--- config.mk ---
export PLATFORM = sky130hd
export DESIGN_NAME = pointer_gesture_recognizer_unit
export DESIGN_NICKNAME = d
export VERILOG_FILES = /design/src/rtl/pgr_pkg.sv /design/src/rtl/pointer_gesture_recognizer_unit.sv /design/src/rtl/pgr_queue.sv /design/src/rtl/pgr_front.sv /design/src/rtl/pgr_back.sv
export SDC_FILE = /design/constraint.sdc
export NUM_CORES = 1
export LEC_CHECK = 0
export BUFFER_PORTS_ARGS = -buffer_cell sky130_fd_sc_hd__buf_4
export CAP_MARGIN = 30
export CELL_PAD_IN_SITES_DETAIL_PLACEMENT = 1
export CELL_PAD_IN_SITES_GLOBAL_PLACEMENT = 2
export CORE_MARGIN = 2
export CORE_UTILIZATION = 39
export CTS_CLUSTER_DIAMETER = 30
export DETAILED_ROUTE_END_ITERATION = 16
export PLACE_DENSITY = 0.78
export SLEW_MARGIN = 10
export SYNTH_ARGS = -nofsm -noshare
export SYNTH_HDL_FRONTEND = slang
export SYNTH_SLANG_ARGS = --single-unit
--- constraint.sdc ---
create_clock -name aclk -period 6 [get_ports aclk]
set_input_delay 0.6 -clock aclk [delete_from_list [all_inputs] [get_ports aclk]]
set_output_delay 0.6 -clock aclk [all_outputs]
set_load 0.005 [all_outputs]
--- src/rtl/pgr_pkg.sv ---
package pgr_pkg;

    localparam int COORD_BITS_DEF  = 12;
    localparam int TIME_BITS_DEF   = 32;
    localparam int QUEUE_DEPTH_DEF = 4;

    localparam int CFG_INDEX_BITS = 3;
    localparam int CFG_DATA_BITS  = 16;

    // configuration register indexes
    localparam logic [CFG_INDEX_BITS-1:0] CFG_DOUBLE_WINDOW = 3'd0;
    localparam logic [CFG_INDEX_BITS-1:0] CFG_DOUBLE_BOX    = 3'd1;
    localparam logic [CFG_INDEX_BITS-1:0] CFG_DRAG_DISTANCE = 3'd2;
    localparam logic [CFG_INDEX_BITS-1:0] CFG_REPEAT_DELAY  = 3'd3;
    localparam logic [CFG_INDEX_BITS-1:0] CFG_REPEAT_PERIOD = 3'd4;

    localparam logic [15:0] DOUBLE_WINDOW_RST = 16'd500;
    localparam logic [7:0]  DOUBLE_BOX_RST    = 8'd4;
    localparam logic [7:0]  DRAG_DISTANCE_RST = 8'd4;
    localparam logic [15:0] REPEAT_DELAY_RST  = 16'd500;
    localparam logic [15:0] REPEAT_PERIOD_RST = 16'd33;

    // input commands
    localparam logic [2:0] CMD_PRESS   = 3'd0;
    localparam logic [2:0] CMD_RELEASE = 3'd1;
    localparam logic [2:0] CMD_MOVE    = 3'd2;
    localparam logic [2:0] CMD_TICK    = 3'd3;
    localparam logic [2:0] CMD_CANCEL  = 3'd4;
    localparam logic [2:0] CMD_IGNORE  = 3'd5;

    // gesture codes
    localparam logic [2:0] G_PRESS       = 3'd0;
    localparam logic [2:0] G_REPEAT      = 3'd1;
    localparam logic [2:0] G_CLICK       = 3'd2;
    localparam logic [2:0] G_DRAG_START  = 3'd3;
    localparam logic [2:0] G_DROP        = 3'd4;
    localparam logic [2:0] G_DRAG_CANCEL = 3'd5;

    typedef struct packed {
        logic full;
        logic empty;
    } q_status_t;

    // queue entry: two-result flag, two results of 6 + 2c bits, end position
    function automatic int entry_bits(input int c);
        return 13 + 6 * c;
    endfunction

endpackage

--- src/rtl/pointer_gesture_recognizer_unit.sv ---
// Pointer gesture recognizer: raw pointer events in, gestures out.
// Input channel s_*: one item per event; s_tuser carries the command,
// s_tdata the button, position and millisecond timestamp.
// Output channel m_*: gesture items; m_tuser is the gesture code, m_tlast marks
// the final gesture caused by one input item. An input item causes zero, one
// or two gestures (two only for a press that interrupts a drag).
// Configuration channel cfg_*: register index and data, always ready; write
// only while the block is idle.
// Throughput: one input item per cycle while the output side keeps up. The
// front end decides all gestures for an item combinationally and writes them
// as one entry into a small queue; the back end sends one gesture per cycle while
// m_tready is high, so an item with two gestures holds the output until both go.
// Output path: an item taken at the input is written into the queue, and m_tvalid
// rises once the back end has loaded its first gesture from the queue into the
// output register; a second gesture is loaded when the first is taken.
// Receiver stall: the output register holds its item, the queue fills, and
// s_tready drops once the queue is full. No item is lost.
// Reset (aresetn low, synchronous): gesture state and queue are cleared and
// the configuration registers return to their defaults.
module pointer_gesture_recognizer_unit #(
    parameter int COORD_BITS  = pgr_pkg::COORD_BITS_DEF,
    parameter int TIME_BITS   = pgr_pkg::TIME_BITS_DEF,
    parameter int QUEUE_DEPTH = pgr_pkg::QUEUE_DEPTH_DEF,
    localparam int S_DATA_W   = ((2 + 2 * COORD_BITS + TIME_BITS + 7) / 8) * 8,
    localparam int M_DATA_W   = ((3 + 4 * COORD_BITS + 7) / 8) * 8
) (
    input  logic                                aclk,
    input  logic                                aresetn,
    input  logic                                s_tvalid,
    output logic                                s_tready,
    input  logic [2:0]                          s_tuser,   // command
    input  logic [S_DATA_W-1:0]                 s_tdata,   // button, x_position,
                                                           // y_position, event_time
    output logic                                m_tvalid,
    input  logic                                m_tready,
    output logic [2:0]                          m_tuser,   // gesture
    output logic [M_DATA_W-1:0]                 m_tdata,   // which_button, is_double,
                                                           // start_x, start_y, end_x, end_y
    output logic                                m_tlast,   // last_result
    input  logic                                cfg_valid,
    output logic                                cfg_ready,
    input  logic [pgr_pkg::CFG_INDEX_BITS-1:0]  cfg_index,
    input  logic [pgr_pkg::CFG_DATA_BITS-1:0]   cfg_data
);
    import pgr_pkg::*;

    localparam int EW     = entry_bits(COORD_BITS);
    localparam int X_LO   = 2;
    localparam int Y_LO   = X_LO + COORD_BITS;
    localparam int T_LO   = Y_LO + COORD_BITS;

    q_status_t             q_status;
    logic                  push, pop;
    logic [EW-1:0]         push_data, pop_data;
    logic [1:0]            which_button;
    logic                  is_double;
    logic [COORD_BITS-1:0] start_x, start_y, end_x, end_y;

    assign cfg_ready = 1'b1;

    pgr_front #(
        .COORD_BITS (COORD_BITS),
        .TIME_BITS  (TIME_BITS)
    ) u_front (
        .aclk       (aclk),
        .aresetn    (aresetn),
        .s_tvalid   (s_tvalid),
        .s_tready   (s_tready),
        .command    (s_tuser),
        .button     (s_tdata[1:0]),
        .x_position (s_tdata[X_LO +: COORD_BITS]),
        .y_position (s_tdata[Y_LO +: COORD_BITS]),
        .event_time (s_tdata[T_LO +: TIME_BITS]),
        .cfg_valid  (cfg_valid),
        .cfg_index  (cfg_index),
        .cfg_data   (cfg_data),
        .q_status   (q_status),
        .push       (push),
        .push_data  (push_data)
    );

    pgr_queue #(
        .WIDTH (EW),
        .DEPTH (QUEUE_DEPTH)
    ) u_queue (
        .aclk      (aclk),
        .aresetn   (aresetn),
        .push      (push),
        .push_data (push_data),
        .pop       (pop),
        .pop_data  (pop_data),
        .status    (q_status)
    );

    pgr_back #(
        .COORD_BITS (COORD_BITS)
    ) u_back (
        .aclk         (aclk),
        .aresetn      (aresetn),
        .q_status     (q_status),
        .pop_data     (pop_data),
        .pop          (pop),
        .m_tvalid     (m_tvalid),
        .m_tready     (m_tready),
        .m_tlast      (m_tlast),
        .gesture      (m_tuser),
        .which_button (which_button),
        .is_double    (is_double),
        .start_x      (start_x),
        .start_y      (start_y),
        .end_x        (end_x),
        .end_y        (end_y)
    );

    assign m_tdata = M_DATA_W'({end_y, end_x, start_y, start_x, is_double, which_button});

endmodule

--- src/rtl/pgr_queue.sv ---
module pgr_queue #(
    parameter int WIDTH = 85,
    parameter int DEPTH = 4
) (
    input  logic                  aclk,
    input  logic                  aresetn,
    input  logic                  push,
    input  logic [WIDTH-1:0]      push_data,
    input  logic                  pop,
    output logic [WIDTH-1:0]      pop_data,
    output pgr_pkg::q_status_t    status
);
    import pgr_pkg::*;

    localparam int PW = (DEPTH > 1) ? $clog2(DEPTH) : 1;
    localparam int CW = $clog2(DEPTH + 1);
    localparam logic [PW-1:0] LAST_PTR = PW'(DEPTH - 1);
    localparam logic [CW-1:0] FULL_CNT = CW'(DEPTH);

    logic [WIDTH-1:0] mem [DEPTH];
    logic [PW-1:0]    wr_ptr_reg, wr_ptr_next;
    logic [PW-1:0]    rd_ptr_reg, rd_ptr_next;
    logic [CW-1:0]    count_reg, count_next;
    logic             do_push, do_pop;

    assign status.full  = (count_reg == FULL_CNT);
    assign status.empty = (count_reg == '0);
    assign do_push = push && !status.full;
    assign do_pop  = pop && !status.empty;
    assign pop_data = mem[rd_ptr_reg];

    always_comb begin
        wr_ptr_next = wr_ptr_reg;
        rd_ptr_next = rd_ptr_reg;
        count_next  = count_reg;
        if (do_push) begin
            wr_ptr_next = (wr_ptr_reg == LAST_PTR) ? '0 : wr_ptr_reg + 1'b1;
        end
        if (do_pop) begin
            rd_ptr_next = (rd_ptr_reg == LAST_PTR) ? '0 : rd_ptr_reg + 1'b1;
        end
        if (do_push && !do_pop) begin
            count_next = count_reg + 1'b1;
        end else if (do_pop && !do_push) begin
            count_next = count_reg - 1'b1;
        end
    end

    always_ff @(posedge aclk) begin
        if (!aresetn) begin
            wr_ptr_reg <= '0;
            rd_ptr_reg <= '0;
            count_reg  <= '0;
        end else begin
            wr_ptr_reg <= wr_ptr_next;
            rd_ptr_reg <= rd_ptr_next;
            count_reg  <= count_next;
        end
    end

    always_ff @(posedge aclk) begin
        if (do_push) begin
            mem[wr_ptr_reg] <= push_data;
        end
    end

`ifndef ASSERT_OFF
    a_count_bound: assert property (@(posedge aclk) disable iff (!aresetn)
        count_reg <= FULL_CNT)
        else $error("queue count above depth");
    a_push_counts: assert property (@(posedge aclk) disable iff (!aresetn)
        (do_push && !do_pop) |=> count_reg == $past(count_reg) + 1'b1)
        else $error("push did not grow queue");
    a_pop_empty: assert property (@(posedge aclk) disable iff (!aresetn)
        status.empty |-> wr_ptr_reg == rd_ptr_reg)
        else $error("empty queue with pointers apart");
`endif

endmodule

--- src/rtl/pgr_front.sv ---
module pgr_front #(
    parameter int COORD_BITS = 12,
    parameter int TIME_BITS  = 32
) (
    input  logic                                    aclk,
    input  logic                                    aresetn,
    input  logic                                    s_tvalid,
    output logic                                    s_tready,
    input  logic [2:0]                              command,
    input  logic [1:0]                              button,
    input  logic [COORD_BITS-1:0]                   x_position,
    input  logic [COORD_BITS-1:0]                   y_position,
    input  logic [TIME_BITS-1:0]                    event_time,
    input  logic                                    cfg_valid,
    input  logic [pgr_pkg::CFG_INDEX_BITS-1:0]      cfg_index,
    input  logic [pgr_pkg::CFG_DATA_BITS-1:0]       cfg_data,
    input  pgr_pkg::q_status_t                      q_status,
    output logic                                    push,
    output logic [pgr_pkg::entry_bits(COORD_BITS)-1:0] push_data
);
    import pgr_pkg::*;

    typedef struct packed {
        logic [2:0]            gesture;
        logic [1:0]            btn;
        logic                  dbl;
        logic [COORD_BITS-1:0] sx;
        logic [COORD_BITS-1:0] sy;
    } res_t;

    typedef struct packed {
        logic                  two;
        res_t                  r0;
        res_t                  r1;
        logic [COORD_BITS-1:0] ex;
        logic [COORD_BITS-1:0] ey;
    } entry_t;

    // configuration
    logic [15:0] double_window_reg;
    logic [7:0]  double_box_reg;
    logic [7:0]  drag_distance_reg;
    logic [15:0] repeat_delay_reg;
    logic [15:0] repeat_period_reg;

    // gesture state
    logic                  pressed_reg, pressed_next;
    logic                  dragging_reg, dragging_next;
    logic                  ignore_reg, ignore_next;
    logic [1:0]            held_reg, held_next;
    logic [TIME_BITS-1:0]  ptime_reg, ptime_next;
    logic [COORD_BITS-1:0] px_reg, px_next;
    logic [COORD_BITS-1:0] py_reg, py_next;
    logic                  dbl_reg, dbl_next;
    logic                  armed_reg, armed_next;
    logic                  started_reg, started_next;
    logic [15:0]           rcount_reg, rcount_next;

    logic                  s_fire;
    logic [COORD_BITS-1:0] adx, ady, box_ext, drag_ext;
    logic [TIME_BITS-1:0]  dt, window_ext;
    logic                  new_dbl, far_move;
    logic [15:0]           rcount_inc, rthresh;
    entry_t                entry;

    assign s_tready = !q_status.full;
    assign s_fire   = s_tvalid && s_tready;

    assign adx = (x_position > px_reg) ? x_position - px_reg : px_reg - x_position;
    assign ady = (y_position > py_reg) ? y_position - py_reg : py_reg - y_position;
    assign box_ext    = COORD_BITS'(double_box_reg);
    assign drag_ext   = COORD_BITS'(drag_distance_reg);
    assign dt         = event_time - ptime_reg;
    assign window_ext = TIME_BITS'(double_window_reg);

    // a press during a drag is never a double, as new_dbl requires that no drag is in progress
    assign new_dbl = !dragging_reg && (button == held_reg) && (ptime_reg != '0)
                     && (dt <= window_ext) && (adx <= box_ext) && (ady <= box_ext);
    assign far_move = (adx >= drag_ext) || (ady >= drag_ext);

    assign rcount_inc = (rcount_reg == 16'hFFFF) ? rcount_reg : rcount_reg + 16'd1;
    assign rthresh    = started_reg ? repeat_period_reg : repeat_delay_reg;

    always_comb begin
        pressed_next  = pressed_reg;
        dragging_next = dragging_reg;
        ignore_next   = ignore_reg;
        held_next     = held_reg;
        ptime_next    = ptime_reg;
        px_next       = px_reg;
        py_next       = py_reg;
        dbl_next      = dbl_reg;
        armed_next    = armed_reg;
        started_next  = started_reg;
        rcount_next   = rcount_reg;
        push          = 1'b0;
        entry         = '0;
        entry.ex      = x_position;
        entry.ey      = y_position;
        entry.r0.btn  = held_reg;
        entry.r0.dbl  = dbl_reg;
        entry.r0.sx   = px_reg;
        entry.r0.sy   = py_reg;
        if (s_fire) begin
            case (command)
                CMD_PRESS: begin
                    if (ignore_reg) begin
                        ignore_next = 1'b0;
                    end else begin
                        push          = 1'b1;
                        armed_next    = 1'b1;
                        started_next  = 1'b0;
                        rcount_next   = '0;
                        dbl_next      = new_dbl;
                        pressed_next  = 1'b1;
                        dragging_next = 1'b0;
                        held_next     = button;
                        ptime_next    = event_time;
                        px_next       = x_position;
                        py_next       = y_position;
                        if (dragging_reg) begin
                            entry.two        = 1'b1;
                            entry.r0.gesture = G_DRAG_CANCEL;
                            entry.r1.gesture = G_PRESS;
                            entry.r1.btn     = button;
                            entry.r1.dbl     = new_dbl;
                            entry.r1.sx      = x_position;
                            entry.r1.sy      = y_position;
                        end else begin
                            entry.r0.gesture = G_PRESS;
                            entry.r0.btn     = button;
                            entry.r0.dbl     = new_dbl;
                            entry.r0.sx      = x_position;
                            entry.r0.sy      = y_position;
                        end
                    end
                end
                CMD_RELEASE: begin
                    if (pressed_reg && button == held_reg) begin
                        push             = 1'b1;
                        armed_next       = 1'b0;
                        pressed_next     = 1'b0;
                        entry.r0.gesture = dragging_reg ? G_DROP : G_CLICK;
                        if (dragging_reg) begin
                            dragging_next = 1'b0;
                            ptime_next    = '0;
                        end
                    end
                end
                CMD_MOVE: begin
                    if (pressed_reg && !dragging_reg && far_move) begin
                        push             = 1'b1;
                        armed_next       = 1'b0;
                        dragging_next    = 1'b1;
                        entry.r0.gesture = G_DRAG_START;
                    end
                end
                CMD_TICK: begin
                    if (armed_reg) begin
                        rcount_next = rcount_inc;
                        if (rcount_inc >= rthresh) begin
                            push             = 1'b1;
                            started_next     = 1'b1;
                            rcount_next      = '0;
                            entry.r0.gesture = G_REPEAT;
                        end
                    end
                end
                CMD_CANCEL: begin
                    if (dragging_reg) begin
                        push             = 1'b1;
                        entry.r0.gesture = G_DRAG_CANCEL;
                    end
                    dragging_next = 1'b0;
                    armed_next    = 1'b0;
                    pressed_next  = 1'b0;
                    ptime_next    = '0;
                end
                CMD_IGNORE: begin
                    ignore_next = 1'b1;
                end
                default: begin
                end
            endcase
        end
    end

    assign push_data = entry;

    always_ff @(posedge aclk) begin
        if (!aresetn) begin
            double_window_reg <= DOUBLE_WINDOW_RST;
            double_box_reg    <= DOUBLE_BOX_RST;
            drag_distance_reg <= DRAG_DISTANCE_RST;
            repeat_delay_reg  <= REPEAT_DELAY_RST;
            repeat_period_reg <= REPEAT_PERIOD_RST;
        end else if (cfg_valid) begin
            case (cfg_index)
                CFG_DOUBLE_WINDOW: double_window_reg <= cfg_data;
                CFG_DOUBLE_BOX:    double_box_reg    <= cfg_data[7:0];
                CFG_DRAG_DISTANCE: drag_distance_reg <= cfg_data[7:0];
                CFG_REPEAT_DELAY:  repeat_delay_reg  <= cfg_data;
                CFG_REPEAT_PERIOD: repeat_period_reg <= cfg_data;
                default: begin
                end
            endcase
        end
    end

    always_ff @(posedge aclk) begin
        if (!aresetn) begin
            pressed_reg  <= 1'b0;
            dragging_reg <= 1'b0;
            ignore_reg   <= 1'b0;
            held_reg     <= '0;
            ptime_reg    <= '0;
            px_reg       <= '0;
            py_reg       <= '0;
            dbl_reg      <= 1'b0;
            armed_reg    <= 1'b0;
            started_reg  <= 1'b0;
            rcount_reg   <= '0;
        end else begin
            pressed_reg  <= pressed_next;
            dragging_reg <= dragging_next;
            ignore_reg   <= ignore_next;
            held_reg     <= held_next;
            ptime_reg    <= ptime_next;
            px_reg       <= px_next;
            py_reg       <= py_next;
            dbl_reg      <= dbl_next;
            armed_reg    <= armed_next;
            started_reg  <= started_next;
            rcount_reg   <= rcount_next;
        end
    end

`ifndef ASSERT_OFF
    a_drag_needs_press: assert property (@(posedge aclk) disable iff (!aresetn)
        dragging_reg |-> pressed_reg)
        else $error("dragging without a held button");
    a_ignored_press: assert property (@(posedge aclk) disable iff (!aresetn)
        (s_fire && command == CMD_PRESS && ignore_reg) |-> !push ##1 !ignore_reg)
        else $error("ignored press produced a result");
    a_two_only_press: assert property (@(posedge aclk) disable iff (!aresetn)
        (push && entry.two) |-> (command == CMD_PRESS && dragging_reg))
        else $error("two results outside press during drag");
    a_no_push_full: assert property (@(posedge aclk) disable iff (!aresetn)
        push |-> !q_status.full)
        else $error("push into full queue");
`endif

endmodule

--- src/rtl/pgr_back.sv ---
module pgr_back #(
    parameter int COORD_BITS = 12
) (
    input  logic                                    aclk,
    input  logic                                    aresetn,
    input  pgr_pkg::q_status_t                      q_status,
    input  logic [pgr_pkg::entry_bits(COORD_BITS)-1:0] pop_data,
    output logic                                    pop,
    output logic                                    m_tvalid,
    input  logic                                    m_tready,
    output logic                                    m_tlast,
    output logic [2:0]                              gesture,
    output logic [1:0]                              which_button,
    output logic                                    is_double,
    output logic [COORD_BITS-1:0]                   start_x,
    output logic [COORD_BITS-1:0]                   start_y,
    output logic [COORD_BITS-1:0]                   end_x,
    output logic [COORD_BITS-1:0]                   end_y
);
    import pgr_pkg::*;

    typedef struct packed {
        logic [2:0]            gesture;
        logic [1:0]            btn;
        logic                  dbl;
        logic [COORD_BITS-1:0] sx;
        logic [COORD_BITS-1:0] sy;
    } res_t;

    typedef struct packed {
        logic                  two;
        res_t                  r0;
        res_t                  r1;
        logic [COORD_BITS-1:0] ex;
        logic [COORD_BITS-1:0] ey;
    } entry_t;

    entry_t                entry;
    entry_t                hold_reg;
    logic                  second_reg;
    logic                  m_tvalid_reg;
    logic                  m_tlast_reg;
    res_t                  out_reg;
    logic [COORD_BITS-1:0] ex_reg, ey_reg;
    logic                  load_ok;

    assign entry   = pop_data;
    assign load_ok = !m_tvalid_reg || m_tready;
    // the second result of an item goes out before the next entry is taken
    assign pop     = load_ok && !second_reg && !q_status.empty;

    always_ff @(posedge aclk) begin
        if (!aresetn) begin
            m_tvalid_reg <= 1'b0;
            second_reg   <= 1'b0;
        end else if (load_ok) begin
            if (second_reg) begin
                m_tvalid_reg <= 1'b1;
                second_reg   <= 1'b0;
            end else if (!q_status.empty) begin
                m_tvalid_reg <= 1'b1;
                second_reg   <= entry.two;
            end else begin
                m_tvalid_reg <= 1'b0;
            end
        end
    end

    always_ff @(posedge aclk) begin
        if (load_ok) begin
            if (second_reg) begin
                out_reg     <= hold_reg.r1;
                m_tlast_reg <= 1'b1;
                ex_reg      <= hold_reg.ex;
                ey_reg      <= hold_reg.ey;
            end else if (!q_status.empty) begin
                out_reg     <= entry.r0;
                m_tlast_reg <= !entry.two;
                ex_reg      <= entry.ex;
                ey_reg      <= entry.ey;
                hold_reg    <= entry;
            end
        end
    end

    assign m_tvalid     = m_tvalid_reg;
    assign m_tlast      = m_tlast_reg;
    assign gesture      = out_reg.gesture;
    assign which_button = out_reg.btn;
    assign is_double    = out_reg.dbl;
    assign start_x      = out_reg.sx;
    assign start_y      = out_reg.sy;
    assign end_x        = ex_reg;
    assign end_y        = ey_reg;

`ifndef ASSERT_OFF
    a_second_follows: assert property (@(posedge aclk) disable iff (!aresetn)
        (m_tvalid_reg && m_tready && !m_tlast_reg) |=> (m_tvalid_reg && m_tlast_reg))
        else $error("second result of item did not follow");
    a_second_pending: assert property (@(posedge aclk) disable iff (!aresetn)
        second_reg |-> (m_tvalid_reg && !m_tlast_reg))
        else $error("pending second result without first shown");
    a_no_pop_second: assert property (@(posedge aclk) disable iff (!aresetn)
        second_reg |-> !pop)
        else $error("entry taken while second result pending");
`endif

endmodule
Word-level counts from Yosys, hierarchy flattened
Memories as Yosys holds them, arrays and structs flattened. A register that Yosys moved wholly into a read port is not among the register bits.
Cells that the tools add are included.
{"block": "classes", "bitwise_logic": 3, "n_lt_le_gt_ge": 8, "addsub": 10, "reduce_logical": 48, "n_eq_ne": 21, "mux": 64}
{"op": "61-bit 2-to-1 mux", "count": 2}
{"op": "32-bit 2-to-1 mux", "count": 3}
{"op": "32-bit case mux with 3 select lines", "count": 1}
{"op": "16-bit 2-to-1 mux", "count": 5}
{"op": "12-bit 2-to-1 mux", "count": 6}
{"op": "30-bit 2-to-1 mux", "count": 2}
{"op": "57-bit 2-to-1 mux", "count": 1}
{"op": "27-bit 2-to-1 mux", "count": 2}
{"op": "12-bit subtractor", "count": 4}
{"op": "32-bit by 16-bit less-or-equal comparator with 1-bit output", "count": 1}
{"op": "16-bit case mux with 2 select lines", "count": 1}
{"op": "32-bit nonzero test", "count": 1}
{"op": "32-bit subtractor", "count": 1}
{"op": "12-bit by 8-bit >= comparator with 1-bit output", "count": 2}
{"op": "12-bit > comparator", "count": 2}
{"op": "12-bit by 8-bit less-or-equal comparator with 1-bit output", "count": 2}
{"op": "1-bit 2-to-1 mux", "count": 23}
{"op": "3-bit 2-to-1 mux", "count": 6}
{"op": "16-bit by 1-bit adder with 16-bit output (second input constant)", "count": 1}
{"op": "16-bit == test (second input constant)", "count": 1}
{"op": "16-bit >= comparator", "count": 1}
{"op": "1-bit logical AND", "count": 15}
{"op": "3-bit case mux with 5 select lines", "count": 1}
{"op": "5-bit AND reduction", "count": 3}
{"op": "other kinds (25)", "count": 67}
{"block": "totals", "ff_bits": 262, "mem_bits_rw": 340, "mem_count": 1, "word_cells": 191, "in_bits": 91, "out_inout_bits": 63}
{"name": "u_queue.mem", "depth": 4, "width": 85, "rd": 1, "rd_clocked_by_memory_dff": 1, "write_ports": 1, "line": "pgr_queue.sv:20", "source": "logic [WIDTH-1:0] mem [DEPTH];"}

Depth between registers and ports, before layout
{"block": "depth", "ltp_word": 13, "depth_mapped": 27}

Cells and area by module
A second synthesis with hierarchy kept.
{"block": "hier_totals", "cells_unflattened": 2419, "hier_area_um2": 29814.8}
{"module": "pgr_front", "seq_area_each_um2": 2882.8, "cells_each": 1732, "instances": 1, "area_per_inst_um2": 12864.8}
{"module": "pgr_queue", "seq_area_each_um2": 10390.0, "cells_each": 495, "instances": 1, "area_per_inst_um2": 12793.5}
{"module": "pgr_back", "seq_area_each_um2": 3313.2, "cells_each": 183, "instances": 1, "area_per_inst_um2": 4096.4}
{"module": "pointer_gesture_recognizer_unit", "seq_area_each_um2": 0.0, "cells_each": 9, "instances": 1, "area_per_inst_um2": 60.1}

Worst setup path after synthesis
OpenSTA, ideal clock, no wires.
{"block": "synth_timing", "path_kind": "input port to flip-flop", "from": "in s_tdata[14]", "to": "mem u_queue.mem[1][0], enable pin", "path_stages": 20, "setup_slack_ns": -0.485, "t_arrival_ns": 6.035, "n_path_buf": 1, "setup_ns": 0.449, "t_required_ns": 5.551, "cell_sequence": "inv_1 > ha_1 > inv_1 > fa_1 > a211oi_1 > o21bai_1 > o31a_1 > o21ai_2 > clkbuf_1 > mux2_2 > a21oi_1 > xnor2_1 > ha_1 > inv_1 > o22ai_1 > nor4_1 > o21ai_0 > nor4b_4 > o22ai_4 > and2_1"}
{"block": "synth_via", "elab_chain_len": 11, "word_cells_on_any_way": 13, "cone_classes": "add/sub (2); order compare (2); mux (6); reduce/logical (3)"}
{"element": "start: declaration", "line": "pointer_gesture_recognizer_unit.sv:32", "source": "input logic [S_DATA_W-1:0] s_tdata,"}
{"element": "12-bit subtractor or 12-bit > comparator (tied branches)", "line": "pgr_front.sv:70", "source": "assign ady = (y_position > py_reg) ? y_position - py_reg : py_reg - y_position;"}
{"element": "12-bit 2-to-1 mux *", "line": "pgr_front.sv:70"}
{"element": "12-bit by 8-bit >= comparator with 1-bit output *", "line": "pgr_front.sv:79", "source": "assign far_move = (adx >= drag_ext) || (ady >= drag_ext);"}
{"element": "1-bit logical OR *", "line": "pgr_front.sv:79"}
{"element": "1-bit logical AND *", "line": "pgr_front.sv:151", "source": "if (pressed_reg && !dragging_reg && far_move) begin"}
{"element": "1-bit 2-to-1 mux *", "line": "pgr_front.sv:151"}
{"element": "1-bit case mux with 5 select lines *", "line": "pgr_front.sv:105", "source": "case (command)"}
{"element": "1-bit 2-to-1 mux *", "line": "pgr_front.sv:104", "source": "if (s_fire) begin"}
{"element": "1-bit logical AND *", "line": "pgr_queue.sv:28", "source": "assign do_push = push && !status.full;"}
{"element": "net u_queue.do_push", "line": "pgr_queue.sv:24", "source": "logic do_push, do_pop;"}
{"element": "1-bit 2-to-1 mux *", "line": "pgr_queue.sv:62", "source": "if (do_push) begin"}
{"element": "1-bit 2-to-1 mux (implied by the code) *", "line": "pgr_queue.sv:63", "source": "mem[wr_ptr_reg] <= push_data;"}
{"element": "end: declaration", "line": "pgr_queue.sv:20"}
Mark *: on every way through the listed nets, which the timed path passes. The rest lies on a longest branch.

Final worst setup path
{"block": "layout_timing", "from": "reg u_front.py_reg[0]", "to": "reg u_queue.count_reg[2]"}
{"block": "layout_via", "elab_chain_len": 12, "word_cells_on_any_way": 16, "cone_classes": "add/sub (2); order compare (2); mux (5); reduce/logical (7)"}
{"element": "start: declaration", "line": "pgr_front.sv:53", "source": "logic [COORD_BITS-1:0] py_reg, py_next;"}
{"element": "start signal: assignment", "line": "pgr_front.sv:230", "source": "py_reg <= py_next;"}
{"element": "12-bit subtractor or 12-bit > comparator (tied branches)", "line": "pgr_front.sv:70"}
{"element": "12-bit 2-to-1 mux *", "line": "pgr_front.sv:70"}
{"element": "12-bit by 8-bit >= comparator with 1-bit output *", "line": "pgr_front.sv:79"}
{"element": "1-bit logical OR *", "line": "pgr_front.sv:79"}
{"element": "1-bit logical AND *", "line": "pgr_front.sv:151"}
{"element": "1-bit 2-to-1 mux *", "line": "pgr_front.sv:151"}
{"element": "1-bit case mux with 5 select lines *", "line": "pgr_front.sv:105"}
{"element": "1-bit 2-to-1 mux *", "line": "pgr_front.sv:104"}
{"element": "1-bit logical AND *", "line": "pgr_queue.sv:28"}
{"element": "net u_queue.do_push", "line": "pgr_queue.sv:24"}
{"element": "1-bit zero test", "line": "pgr_queue.sv:44", "source": "end else if (do_pop && !do_push) begin"}
{"element": "1-bit logical AND", "line": "pgr_queue.sv:44"}
{"element": "2-bit nonzero test (no source line)"}
{"element": "end signal: assignment", "line": "pgr_queue.sv:57", "source": "count_reg <= count_next;"}
{"element": "end: declaration", "line": "pgr_queue.sv:23", "source": "logic [CW-1:0] count_reg, count_next;"}
Marked as above.
A chain may end at the register's enable or synchronous reset.

==> results.md <==
* CP max FO at 12
* Final Power at 15300 uW
* Slew headroom at 36.3%
* Yosys warnings at 0
* Crit-path slowest cell: nor4b_4
* Core footprint at 0.0727 mm2
* Post-Route Setup TNS at 0 ns
* Area share of the largest cell type after synthesis at 45.6%
* Final slew viol count at 0
* Flip-flop count of the largest register after layout at 328
* DRC Markers at 0
* Worst EP required at 6.62 ns
* Grt total ovfl at 0
* CP most frequent cell: ha_1
* CTS tree: done
* RSZ-0062 raised after global routing: false
* Drt wl/cell at 21.3 um
* Critical Setup Path Class: flop to flop
* Dominant synthesized flop cell: edfxtp_1
* Largest net degree at the start of global routing at 93
* Synthesized area at 0.0286 mm2
* H-Tree Depth at 4
* Pre-CTS setup slack at 0.0483 ns
* Synth cell types at 91
* Initial Util at 39.3%
* Die Y at 275 um
* Final setup vio count at 0
* Final Hold Fails at 0
* Diode count at 0
* CP Capture Type: flop
* Die W at 275 um
* Final period util at 93.2%
* Clk_lat worst skew at 0.70 ns
* Synth Area per Inst at 12.5 um2
* Port bufs at 141
* Cts bufs inserted at 130
* Crit path DAT at 6.21 ns
* Hold crit path type: primary input to flop
* Final #Nets at 2747
* I/O Pins at 154
* Pwr Density at 431 mW/mm2
* Post-CTS Hold Buffers at 0
* CP Launch Type: flop
* Post-route insts no fill at 3568
* Fraction of registers with async set/reset at 0%
* Final WS setup at 0.409 ns
* Worst Max-Slew Pin Slew at 0.955 ns
* Hold Slack at 0.170 ns
* Status: completed
* Cell chain of the critical path: ha_1 > inv_1 > fa_1 > a211oi_1 > o21bai_1 > o31a_1 > o21ai_2 > buf_12 > mux2_2 > ha_1 > a21o_1 > a21o_1 > a211oi_1 > nor2_1 > nor4_1 > o21ai_0 > nor4b_4 > o22ai_4 > ha_1 > inv_1 > fa_1 > xor2_1 > or3_1 > a21boi_0
* # fillers at 7346
* HPWL Detailed at 49100 um
* Antenna Nets Post-Route at 0
* Min Tclk post-route at 5.59 ns
* Seq cells post-synth at 589
* Cell count after placement at 3328
* Total of max-cap violations at 0
* Rows at 99
* Die area at 0.0754 mm2
* CP delay by family, top: compound AO/OA/AOI/OAI gates
* Leading area contributor after synthesis: edfxtp_1
* Layout cell share with drive strength beyond 1 at 22.2%
* Bufs on Longest Clock Path at 3
* Global-route wire length before repair at 119000 um
* Number of synthesized flops with an enable pin at 434
* Total global-route track usage at 20.4%
* Leak Pwr at 0.0128 uW
* Syn-to-layout area delta at 24.1%
* Most frequent cell after synthesis: edfxtp_1
* Sequential cell area fraction in the yosys report at 56.5%
* Overall via count from detail_route at 19.1k
* Clock transition at the registers of the reported paths at 0.05 ns
* Commonest cells in the netlist: 434 x edfxtp_1, 309 x nand2_1, 155 x dfxtp_1
* Synth top area cells: edfxtp_1 46%, dfxtp_1 11%, ha_1 6.5%
* Final RePlAce weighted congestion at 0.842
* Layout Skew at 0.0427 ns
* Clk sinks at 589
* CP peak stage delay at 0.44 ns
* Worst IR drop on VDD at 0.410 mV
* Initial antenna violation count at 1
* Vias per Instance at 5.34
* Mapped Cells at 2290
* Starting DRC count in detailed routing at 951
* Clk root buf: clkbuf_16
* Fmax at 179 MHz
* Vias in the first global route at 20.8k
* Pre-Repair DR Iteration Count at 5
* Final WL at 75900 um
* CP bufs+invs at 3
cell families after synthesis:
kind of cell,after synthesis,synth area share [%]
multiplexers,182,10.2
AND/OR/NAND/NOR,617,10.2
buffers and inverters,244,3.47
AO/OA/AOI/OAI,441,10.8
adder cells (fa/ha/maj),154,6.90
flip-flops,589,56.5
XOR/XNOR,61,1.87
other,2,0.0263
metal layers:
layer	routed length (um)	track usage [%]	up-vias
li1	-	-	8961
met1	32700	25.4	9639
met2	38800	36.1	362
met3	3090	3.55	95
met4	1260	6.24	0
met5	0	0	-
worst paths after layout:
| kind | startpoint | endpoint | slack [ns] | cells past startpoint |
|---|---|---|---|---|
| max reg2reg | u_front.py_reg[0]$_SDFFE_PN0P_ | u_queue.count_reg[2]$_SDFFE_PN0P_ | 0.41 | 24 |
| min | s_tdata[12] | u_queue.mem[0][22]$_DFFE_PP_ | 0.17 | 1 |
| min reg2reg | u_front.repeat_delay_reg[8]$_SDFFE_PN1P_ | u_front.repeat_delay_reg[8]$_SDFFE_PN1P_ | 0.46 | 2 |
| max | u_front.py_reg[0]$_SDFFE_PN0P_ | u_queue.count_reg[2]$_SDFFE_PN0P_ | 0.41 | 24 |
per-stage QoR:
step | instance area (um2) | util (%)
after floorplan | 28600 | -
after global placement | 30800 | 42.4
after detailed placement | 30900 | 42.4
after CTS | 35400 | 48.7
after global routing | 35400 | 48.7
final | 35400 | 48.7
what timing repair did:
item,CTS,global route
endpoints found under the setup margin,0,1
resized for setup,0,1
setup buffers,0,0
power breakdown:
group	total, uW	switching, uW	internal (uW)
clock network	7310	2410	4900
logic	2640	1440	1200
registers	5310	234	5070
total	15300	4080	11200
cells in the final DEF, fill, tap and decap left out, drive strengths merged, types with 8 or more instances in the layout:
master    netlist  layout
edfxtp        434     434
nand2         309     309
buf            33     184
clkbuf         79     161
dfxtp         155     155
inv           132     152
ha            148     148
a21boi        114     114
a21oi          86      86
mux4           82      82
o21ai          71      71
nand3          69      69
mux2           62      62
nor2           59      59
and3           41      41
xnor2          40      40
mux2i          38      38
clkinv          0      34
a21o           31      31
nand4          26      26
xor2           21      21
o211ai         21      21
nor2b          20      20
and2           20      20
nor3           17      17
bufinv          0      16
o21a           15      15
nor4           15      15
a211oi         13      13
nand2b         12      12
o21bai         11      11
conb            2      10
o31ai           9       9
o211a           9       9
clkinvlp        0       8
a31oi           8       8
or3             8       8
area by class of cell:
cell class              count  area [um2]  share of cell area [%]
clock buffers             161        3510                    9.92
clock inverters            78        1040                    2.95
inverters                 132         495                    1.40
multi-input cells        1465       11500                    32.5
flip-flops and latches    589       16100                    45.6
well taps                 959        1200                    3.39
repair buffers            184        1530                    4.33
worst reg2reg max path, stage by stage, from the launching register on:
cell      delay, ns
dfxtp_1        0.35
ha_1           0.19
inv_1          0.07
fa_1           0.43
a211oi_1       0.25
o21bai_1       0.17
o31a_1         0.30
o21ai_2        0.20
buf_12         0.17
mux2_2         0.37
ha_1           0.28
a21o_1         0.16
a21o_1         0.17
a211oi_1       0.23
nor2_1         0.07
nor4_1         0.16
o21ai_0        0.21
nor4b_4        0.44
o22ai_4        0.22
ha_1           0.27
inv_1          0.08
fa_1           0.18
xor2_1         0.07
or3_1          0.31
a21boi_0       0.17
No activity file was read; power rests on OpenSTA's default activity.
